`src/rtl/core/integer_to_radix_ascii_core_macros.svh`:
```
// Assertion macros shared by the integer_to_radix_ascii_core RTL.
// Depends on nothing; included by the modules that carry assertions.
`ifndef INTEGER_TO_RADIX_ASCII_CORE_MACROS_SVH
`define INTEGER_TO_RADIX_ASCII_CORE_MACROS_SVH

// Same-cycle implication, disabled while reset is high.
`define IRA_IMPL(label, clk, rst, ante, cons) \
  label: assert property (@(posedge clk) disable iff (rst) (ante) |-> (cons)) \
    else $error("integer_to_radix_ascii_core: assertion failed");

// Next-cycle implication, disabled while reset is high.
`define IRA_NEXT(label, clk, rst, ante, cons) \
  label: assert property (@(posedge clk) disable iff (rst) (ante) |=> (cons)) \
    else $error("integer_to_radix_ascii_core: assertion failed");

`endif

```
`src/rtl/core/ira_pkg.sv`:
```
// Shared types, constants and character helpers for integer_to_radix_ascii_core.
// Depends on nothing; imported by the divider and the top level.
package ira_pkg;

  localparam int VALUE_W = 64;
  localparam int BASE_W  = 6;
  localparam int CNT_W   = 7;
  localparam int CHAR_W  = 8;
  localparam int DIGIT_W = 6;
  localparam int DIV_STEP = 8;

  localparam logic [BASE_W-1:0] MIN_BASE = 6'd2;
  localparam logic [BASE_W-1:0] MAX_BASE = 6'd36;
  localparam logic [BASE_W-1:0] BASE_BIN = 6'd2;
  localparam logic [BASE_W-1:0] BASE_OCT = 6'd8;
  localparam logic [BASE_W-1:0] BASE_HEX = 6'd16;

  localparam logic [CHAR_W-1:0] CH_NONE    = 8'h00;
  localparam logic [CHAR_W-1:0] CH_ZERO    = 8'h30;
  localparam logic [CHAR_W-1:0] CH_UPPER_A = 8'h41;
  localparam logic [CHAR_W-1:0] CH_B       = 8'h62;
  localparam logic [CHAR_W-1:0] CH_O       = 8'h6F;
  localparam logic [CHAR_W-1:0] CH_X       = 8'h78;

  typedef struct packed {
    logic [VALUE_W-1:0] value;
    logic [BASE_W-1:0]  base;
    logic [CNT_W-1:0]   writable;
  } ira_in_t;

  typedef struct packed {
    logic [CHAR_W-1:0] char_code;
    logic              is_last;
    logic              empty_res;
    logic [CNT_W-1:0]  count;
  } ira_out_t;

  typedef struct packed {
    logic done;
    logic quotient_zero;
  } ira_div_status_t;

  function automatic logic [CHAR_W-1:0] digit_glyph(input logic [DIGIT_W-1:0] d);
    logic [CHAR_W-1:0] d_ext;
    d_ext = {2'b00, d};
    if (d < 6'd10) begin
      return CH_ZERO + d_ext;
    end else if (d < 6'd36) begin
      return CH_UPPER_A + d_ext - 8'd10;
    end else begin
      return CH_ZERO;
    end
  endfunction

  function automatic logic [CHAR_W-1:0] prefix_char(input logic [BASE_W-1:0] b);
    logic [CHAR_W-1:0] ch;
    unique case (b)
      BASE_BIN: ch = CH_B;
      BASE_OCT: ch = CH_O;
      BASE_HEX: ch = CH_X;
      default:  ch = CH_NONE;
    endcase
    return ch;
  endfunction

endpackage

```
`src/rtl/core/ira_divider.sv`:
```
// Iterative divider of a wide unsigned value by a small radix, eight quotient bits a cycle.
// Depends on ira_pkg.
module ira_divider import ira_pkg::*; #(
  parameter int WORK_BITS = 64
) (
  input  logic                 clk,
  input  logic                 rst,
  input  logic                 start,
  input  logic [WORK_BITS-1:0] dividend,
  input  logic [DIGIT_W-1:0]   divisor,
  output ira_div_status_t      status,
  output logic [WORK_BITS-1:0] quotient,
  output logic [DIGIT_W-1:0]   remainder
);

  localparam int CYCLES   = WORK_BITS / DIV_STEP;
  localparam int CNT_BITS = (CYCLES > 1) ? $clog2(CYCLES) : 1;

  logic [WORK_BITS-1:0] work;
  logic [WORK_BITS-1:0] work_next;
  logic [DIGIT_W-1:0]   rem;
  logic [DIGIT_W-1:0]   rem_next;
  logic [DIGIT_W-1:0]   divisor_q;
  logic [CNT_BITS-1:0]  cnt;
  logic                 running;
  logic                 done;
  logic [DIV_STEP-1:0]  qbits;

  // Eight restoring steps on the narrow partial remainder, top dividend bits first.
  always_comb begin
    logic [DIGIT_W:0] trial;
    rem_next = rem;
    qbits    = '0;
    for (int j = 0; j < DIV_STEP; j++) begin
      trial = {rem_next, work[WORK_BITS-1-j]};
      if (trial >= {1'b0, divisor_q}) begin
        rem_next = DIGIT_W'(trial - {1'b0, divisor_q});
        qbits[DIV_STEP-1-j] = 1'b1;
      end else begin
        rem_next = trial[DIGIT_W-1:0];
      end
    end
    work_next = (work << DIV_STEP) | WORK_BITS'(qbits);
  end

  always_ff @(posedge clk) begin
    if (rst) begin
      running <= 1'b0;
      done    <= 1'b0;
      cnt     <= '0;
    end else begin
      done <= 1'b0;
      if (start) begin
        running <= 1'b1;
        cnt     <= CNT_BITS'(CYCLES - 1);
      end else if (running) begin
        if (cnt == '0) begin
          running <= 1'b0;
          done    <= 1'b1;
        end else begin
          cnt <= cnt - 1'b1;
        end
      end
    end
  end

  always_ff @(posedge clk) begin
    if (start) begin
      work      <= dividend;
      rem       <= '0;
      divisor_q <= divisor;
    end else if (running) begin
      work <= work_next;
      rem  <= rem_next;
    end
  end

  assign status.done          = done;
  assign status.quotient_zero = (work == '0);
  assign quotient             = work;
  assign remainder            = rem;

endmodule

```
`src/rtl/core/integer_to_radix_ascii_core.sv`:
```
// Top level of the integer to radix ASCII converter: sequencer, digit store, emit path.
// Depends on ira_pkg, ira_divider and integer_to_radix_ascii_core_macros.svh.
//
//   Channel   Handshake               Payload    Direction
//   request   start && !busy          ira_in_t   in
//   result    result_strobe (1 cyc)   ira_out_t  out
//
// Each accepted transaction with a valid base and limit is split into digits by one shared
// divider. Each digit takes a division pass plus a turnaround, so an item takes one pass per
// digit and then k character sends from acceptance to its last result, where k is the
// number of characters sent; the worst case is base 2 at 64 bits with a 64-character limit.
// A new request is accepted only once the sequencer is back in idle.
// An invalid base or a zero limit gives its single empty result in the cycle after acceptance.
// Reset is synchronous and returns the sequencer to idle; the digit store is not cleared.
// The receiver cannot stall: characters leave one per cycle, in consecutive cycles.
`include "integer_to_radix_ascii_core_macros.svh"

module integer_to_radix_ascii_core import ira_pkg::*; #(
  parameter int VALUE_BITS = 64,
  parameter int MAX_CHARS  = 64
) (
  input  logic     clk,
  input  logic     rst,
  input  logic     start,
  output logic     busy,
  input  ira_in_t  request,
  output logic     result_strobe,
  output ira_out_t result
);

  // The digit store holds at most one digit per value bit (base 2).
  localparam int DEPTH      = VALUE_BITS;
  localparam int AW         = $clog2(DEPTH);
  localparam int DIV_CYCLES = (VALUE_BITS + DIV_STEP - 1) / DIV_STEP;
  localparam int WORK_BITS  = DIV_CYCLES * DIV_STEP;

  localparam logic [1:0] S_IDLE   = 2'd0;
  localparam logic [1:0] S_DIVIDE = 2'd1;
  localparam logic [1:0] S_EMIT   = 2'd2;

  // What the registered output stage is showing.
  localparam logic [1:0] KIND_ZERO   = 2'd0;
  localparam logic [1:0] KIND_PREFIX = 2'd1;
  localparam logic [1:0] KIND_DIGIT  = 2'd2;
  localparam logic [1:0] KIND_EMPTY  = 2'd3;

  logic [1:0]           state;
  logic [1:0]           state_next;
  logic [CNT_W-1:0]     digit_count;
  logic [CNT_W-1:0]     digit_count_next;
  logic [CNT_W-1:0]     emit_index;
  logic [CNT_W-1:0]     emit_index_next;

  // Per-transaction payload latched at acceptance; char_total is latched when division ends.
  logic [BASE_W-1:0]    base_q;
  logic [CNT_W-1:0]     limit_q;
  logic [CHAR_W-1:0]    prefix_q;
  logic [CNT_W-1:0]     char_total;

  logic [DIGIT_W-1:0]   store [DEPTH];
  logic [DIGIT_W-1:0]   rd_data;
  logic [AW-1:0]        rd_addr;
  logic [CNT_W-1:0]     addr_full;
  logic                 store_we;

  logic                 pend_valid;
  logic                 pend_valid_next;
  logic [1:0]           pend_kind;
  logic [1:0]           pend_kind_next;
  logic                 pend_last;
  logic                 pend_last_next;
  logic [CNT_W-1:0]     pend_count;
  logic [CNT_W-1:0]     pend_count_next;

  logic [CNT_W-1:0]     req_limit;
  logic                 req_valid;
  logic                 accept;
  logic [CNT_W-1:0]     prefix_len;
  logic [CNT_W-1:0]     count_inc;
  logic [CNT_W-1:0]     total;
  logic                 emit_last;
  logic                 latch_total;

  logic                 div_start;
  logic [WORK_BITS-1:0] div_dividend;
  logic [WORK_BITS-1:0] div_quotient;
  logic [DIGIT_W-1:0]   div_remainder;
  ira_div_status_t      div_status;

  assign busy   = (state != S_IDLE);
  assign accept = start && !busy;

  // The limit is capped at the longest text the block will send.
  assign req_limit = (request.writable > CNT_W'(MAX_CHARS)) ? CNT_W'(MAX_CHARS)
                                                            : request.writable;
  assign req_valid = (request.base >= MIN_BASE) && (request.base <= MAX_BASE) &&
                     (req_limit != '0);

  assign prefix_len = (prefix_q != CH_NONE) ? CNT_W'(2) : CNT_W'(0);
  assign count_inc  = digit_count + 1'b1;
  assign total      = prefix_len + count_inc;

  // Digits are stored least significant first, so the text reads the store backwards.
  assign addr_full = digit_count - CNT_W'(1) - emit_index + prefix_len;
  assign rd_addr   = addr_full[AW-1:0];
  assign emit_last = ((emit_index + 1'b1) == char_total);

  // The divider restarts on a nonzero quotient in the same cycle that it reports a digit.
  assign store_we     = (state == S_DIVIDE) && div_status.done;
  assign div_start    = (accept && req_valid) || (store_we && !div_status.quotient_zero);
  assign div_dividend = (state == S_IDLE) ? WORK_BITS'(request.value[VALUE_BITS-1:0])
                                          : div_quotient;

  ira_divider #(
    .WORK_BITS (WORK_BITS)
  ) u_divider (
    .clk       (clk),
    .rst       (rst),
    .start     (div_start),
    .dividend  (div_dividend),
    .divisor   (base_sel(state, request.base, base_q)),
    .status    (div_status),
    .quotient  (div_quotient),
    .remainder (div_remainder)
  );

  function automatic logic [BASE_W-1:0] base_sel(input logic [1:0] st,
                                                 input logic [BASE_W-1:0] req_base,
                                                 input logic [BASE_W-1:0] held_base);
    return (st == S_IDLE) ? req_base : held_base;
  endfunction

  always_comb begin
    state_next       = state;
    digit_count_next = digit_count;
    emit_index_next  = emit_index;
    pend_valid_next  = 1'b0;
    pend_kind_next   = pend_kind;
    pend_last_next   = 1'b0;
    pend_count_next  = '0;
    latch_total      = 1'b0;
    unique case (state)
      S_IDLE: begin
        if (accept) begin
          if (req_valid) begin
            state_next       = S_DIVIDE;
            digit_count_next = '0;
            emit_index_next  = '0;
          end else begin
            // Empty transaction: one result, nothing else changes but the counters.
            digit_count_next = '0;
            emit_index_next  = '0;
            pend_valid_next  = 1'b1;
            pend_kind_next   = KIND_EMPTY;
            pend_last_next   = 1'b1;
          end
        end
      end
      S_DIVIDE: begin
        if (div_status.done) begin
          digit_count_next = count_inc;
          if (div_status.quotient_zero) begin
            state_next      = S_EMIT;
            emit_index_next = '0;
            latch_total     = 1'b1;
          end
        end
      end
      S_EMIT: begin
        // One character a cycle; the store read lands with the output stage.
        pend_valid_next = 1'b1;
        if (emit_index == '0 && prefix_len != '0) begin
          pend_kind_next = KIND_ZERO;
        end else if (emit_index < prefix_len) begin
          pend_kind_next = KIND_PREFIX;
        end else begin
          pend_kind_next = KIND_DIGIT;
        end
        pend_last_next  = emit_last;
        pend_count_next = emit_last ? char_total : '0;
        emit_index_next = emit_index + 1'b1;
        if (emit_last) begin
          state_next = S_IDLE;
        end
      end
      default: begin
        state_next = S_IDLE;
      end
    endcase
  end

  always_ff @(posedge clk) begin
    if (rst) begin
      state       <= S_IDLE;
      digit_count <= '0;
      emit_index  <= '0;
      pend_valid  <= 1'b0;
    end else begin
      state       <= state_next;
      digit_count <= digit_count_next;
      emit_index  <= emit_index_next;
      pend_valid  <= pend_valid_next;
    end
  end

  always_ff @(posedge clk) begin
    pend_kind  <= pend_kind_next;
    pend_last  <= pend_last_next;
    pend_count <= pend_count_next;
    if (accept) begin
      base_q   <= request.base;
      limit_q  <= req_limit;
      prefix_q <= prefix_char(request.base);
    end
    if (latch_total) begin
      char_total <= (total < limit_q) ? total : limit_q;
    end
  end

  always_ff @(posedge clk) begin
    if (store_we) begin
      store[digit_count[AW-1:0]] <= div_remainder;
    end
    rd_data <= store[rd_addr];
  end

  assign result_strobe = pend_valid;

  always_comb begin
    result.is_last   = pend_last;
    result.empty_res = (pend_kind == KIND_EMPTY);
    result.count     = pend_count;
    case (pend_kind)
      KIND_ZERO:   result.char_code = CH_ZERO;
      KIND_PREFIX: result.char_code = prefix_q;
      KIND_DIGIT:  result.char_code = digit_glyph(rd_data);
      default:     result.char_code = CH_NONE;
    endcase
  end

  `IRA_NEXT(a_invalid_gives_empty, clk, rst, accept && !req_valid,
            result_strobe && result.empty_res)
  `IRA_IMPL(a_empty_form, clk, rst, result_strobe && result.empty_res,
            result.is_last && result.count == '0 && result.char_code == CH_NONE)
  `IRA_NEXT(a_chars_contiguous, clk, rst, result_strobe && !result.is_last, result_strobe)
  `IRA_IMPL(a_store_in_range, clk, rst, store_we, digit_count < CNT_W'(DEPTH))

endmodule
```
`config.mk`:
```
export PLATFORM = sky130hd
export DESIGN_NAME = integer_to_radix_ascii_core
export DESIGN_NICKNAME = d
export VERILOG_FILES = /design/src/rtl/core/ira_pkg.sv /design/src/rtl/core/ira_divider.sv /design/src/rtl/core/integer_to_radix_ascii_core.sv
export VERILOG_INCLUDE_DIRS = /design/src /design/src/rtl/core
export SDC_FILE = /design/constraint.sdc
export NUM_CORES = 1
export LEC_CHECK = 0
export BUFFER_PORTS_ARGS = -buffer_cell sky130_fd_sc_hd__buf_4
export CAP_MARGIN = 20
export CORE_MARGIN = 2
export CORE_UTILIZATION = 62
export DETAILED_ROUTE_END_ITERATION = 8
export HOLD_SLACK_MARGIN = 0.08
export PLACE_DENSITY = 0.77
export SYNTH_ARGS = -nofsm -noshare
export SYNTH_HDL_FRONTEND = slang
export SYNTH_SLANG_ARGS = --single-unit
```
`constraint.sdc`:
```
create_clock -name clk -period 33.4 [get_ports clk]
set_input_delay 1.67 -clock clk [delete_from_list [all_inputs] [get_ports clk]]
set_output_delay 1.67 -clock clk [all_outputs]
set_load 0.02 [all_outputs]
```
==> flow_metrics.py <==
metrics = {
    "status": {
        "status": "completed",
    },
    "timing": {
        "max_freq_mhz": 54.3,
        "fin_skew_ns": 0.0183,
        "rsz0062_at_grt": "no",
        "hold_violations": 0,
        "max-slew-margin-rel": 0.307,
        "tns_ns": 0,
        "finalSetupViolations": 0,
        "period_needed_ns": 18.40,
        "drv_slew": 0,
        "fin_crit_sh": 0.551,
        "worstMarginPinSlew_ns": 1.03,
    },
    "critical_path": {
        "worstSetupStartpointType": "register",
        "worstPathArrival_ns": 18.89,
        "slowest_delay_ns": 0.67,
        "r2r_slack_ns": 15.00,
        "critPathMostFrequentCell": "o21ai_0",
        "cp-end-kind": "register",
        "cp_max_fo": 13,
        "critical_path.slowest_cell": "edfxtp_1",
        "reg2reg_depth": 74,
        "path_buf_inv": 8,
        "r2r-start": "u_divider.divisor_q[1]",
        "cpLargestDelayFamily": "compound AO/OA/AOI/OAI gates",
        "cp_data_required_time_ns": 33.89,
        "worstSetupPathType": "reg -> reg",
        "regToRegEndpoint": "u_divider.remainder[0]",
    },
    "run": {
        "max_cap_violations": 0,
    },
    "finish": {
        "fillers": 2385,
        "multi_input_area_um2": 8500,
        "layout_common_cells": "481 x edfxtp_1, 126 x mux4_2, 124 x nor2_1",
        "final_util": 0.702,
        "diodes": 0,
        "area_delta_synth_final_pct": 11.8,
        "drive_gt1_frac": 0.258,
        "finalNetCount": 1798,
        "regArea_um2": 15300,
        "mostFrequentLayoutCell": "edfxtp_1",
    },
    "clocking": {
        "cts_max_level": 2,
        "cts.clk_slew.worst_paths_ns": 0.06,
        "cts_root_buf": "clkbuf_16",
        "cts_max_path_buffers": 3,
        "cts.sinks": 523,
        "cts_made_buffers": 51,
        "ctsResizeCount": 0,
        "insertion_delay_ns": 0.59,
        "cts_setup_buffers": 0,
        "holdBufCountCts": 0,
        "cts_tree": "yes",
    },
    "grt": {
        "grt_pass1_wl_um": 85800,
        "grt_antenna_before_repair": 0,
        "grt.overflow.total": 0,
        "grt_max_degree": 82,
        "grt_pass1_vias": 14441,
        "groute.usage.overall": 0.280,
    },
    "detailed_routing": {
        "route.vias.total": 13943,
        "vias_per_cell": 6.37,
        "routedWlPerCell_um": 25.6,
        "wl_um": 56100,
        "drt_iter0_markers": 1307,
        "drc": 0,
        "dr.pass1.iters": 5,
        "final_antenna_net_count": 0,
    },
    "die": {
        "ios": 99,
        "fp.dieH_um": 202,
        "fp.dieW_um": 202,
        "die_area_um2": 40700,
        "num_rows": 72,
        "start_util": 0.628,
        "core_area_um2": 38600,
    },
    "yosys": {
        "synth.avg_cell_area_um2": 15.8,
        "synth_seq_cells": 523,
        "synthFlopType": "edfxtp_1",
        "syn-cell-area_um2": 24300,
        "synth_edf_count": 481,
        "ys_async_sr_fraction": 0,
        "ys_seq_area_frac": 0.630,
        "synthesis.nets": 1694,
        "synth_cell_type_count": 87,
        "ys.warnings.count": 0,
        "syn_inst": 1531,
    },
    "placement": {
        "port_buffers": 97,
        "gp_congestion": 0.880,
        "hpwl_um": 35900,
    },
    "hold_path": {
        "hold_end": "digit_count[6]",
        "whs_path_depth": 2,
        "worstHoldPathType": "reg -> reg",
        "worstHoldStart": "digit_count[6]",
    },
}
## layout make-up
class | instances | share of cell area
inverters | 69 | 0.00959
clock inverters | 18 | 0.00535
clock buffers | 72 | 0.0522
well taps | 518 | 0.0239
multi-input cells | 878 | 0.313
repair buffers | 112 | 0.0321
flip-flops and latches | 523 | 0.564
## cell families after synthesis
| logic type | Yosys count | share of synthesized area |
|---|---|---|
| multiplexers | 218 | 0.159 |
| flip-flops | 523 | 0.630 |
| XOR/XNOR | 52 | 0.0188 |
| buffers and inverters | 130 | 0.0219 |
| AO/OA/AOI/OAI | 197 | 0.0576 |
| AND/OR/NAND/NOR | 327 | 0.0668 |
| adder cells (fa/ha/maj) | 83 | 0.0459 |
| other | 1 | 0.000155 |
## synthesized netlist by cell type (6+ instances only)
library cell	count	area share
a21o_1	14	0.0043
a21oi_1	52	0.011
a22oi_1	6	0.0019
and2_1	14	0.0036
buf_1	13	0.0020
clkbuf_1	40	0.0062
dfxtp_1	42	0.035
edfxtp_1	481	0.60
fa_1	10	0.0083
ha_1	73	0.038
inv_1	67	0.010
mux2_2	76	0.035
mux2i_1	16	0.0066
mux4_2	126	0.12
nand2_1	53	0.0082
nand2b_1	21	0.0054
nand3_1	19	0.0039
nor2_1	124	0.019
nor2b_1	23	0.0059
nor3_1	12	0.0025
nor4_1	20	0.0052
o21ai_0	44	0.0091
xnor2_1	33	0.012
xor2_1	19	0.0069
## sequential cells by signal (all words and copies together) (netlist names), 2 cells and up
name / flops
store: 384
u_divider.quotient: 64
char_total: 7
digit_count: 7
emit_index: 7
limit_q: 7
pend_count: 7
base_q: 6
rd_data: 6
u_divider.divisor_q: 6
u_divider.remainder: 6
prefix_q: 5
u_divider.cnt: 3
pend_kind: 2
state: 2
## worst min-delay path: stages, from the launching register on
cell and delay [ns]:
dfxtp_1 0.33, o21ai_0 0.07, a21oi_1 0.06
## stage by stage
step | cells | setup slack [ns] | instance area, um2 | hold WS (ns)
after global placement | 2096 | 15.33 | 25500 | 0.486
after detailed placement | 2097 | 14.82 | 25500 | 0.491
after floorplan | 1531 | 17.13 | 24300 | 0.470
final | 2190 | 15.00 | 27100 | 0.502
after global routing | 2190 | 13.28 | 27100 | 0.517
after CTS | 2187 | 14.76 | 27100 | 0.505
## routing by layer
layer / vias up / track usage / share of wire
met1: 7026 / 0.365 / 0.39
met5: - / 0 / 0
met3: 123 / 0.0500 / 0.067
li1: 6201 / - / -
met2: 593 / 0.477 / 0.51
met4: 0 / 0.103 / 0.036
## how the worst max path moves through the flow
| stage | cells after the start | startpoint | slack, ns | to |
|---|---|---|---|---|
| 2_1_floorplan | 76 | u_divider.remainder[3] | 17.13 | u_divider.remainder[5] |
| 3_3_place_gp | 73 | u_divider.divisor_q[1] | 15.33 | u_divider.remainder[2] |
| 3_5_place_dp | 73 | u_divider.divisor_q[1] | 14.82 | u_divider.remainder[1] |
| 4_1_cts | 73 | u_divider.divisor_q[1] | 14.76 | u_divider.remainder[1] |
| 5_1_grt | 74 | u_divider.divisor_q[1] | 13.28 | u_divider.remainder[0] |
| 6_report | 74 | u_divider.divisor_q[1] | 15.00 | u_divider.remainder[0] |
Power is left out: the tool's default activity adds up to more than one toggle a clock period on the data nets, which glitch-free logic cannot reach.
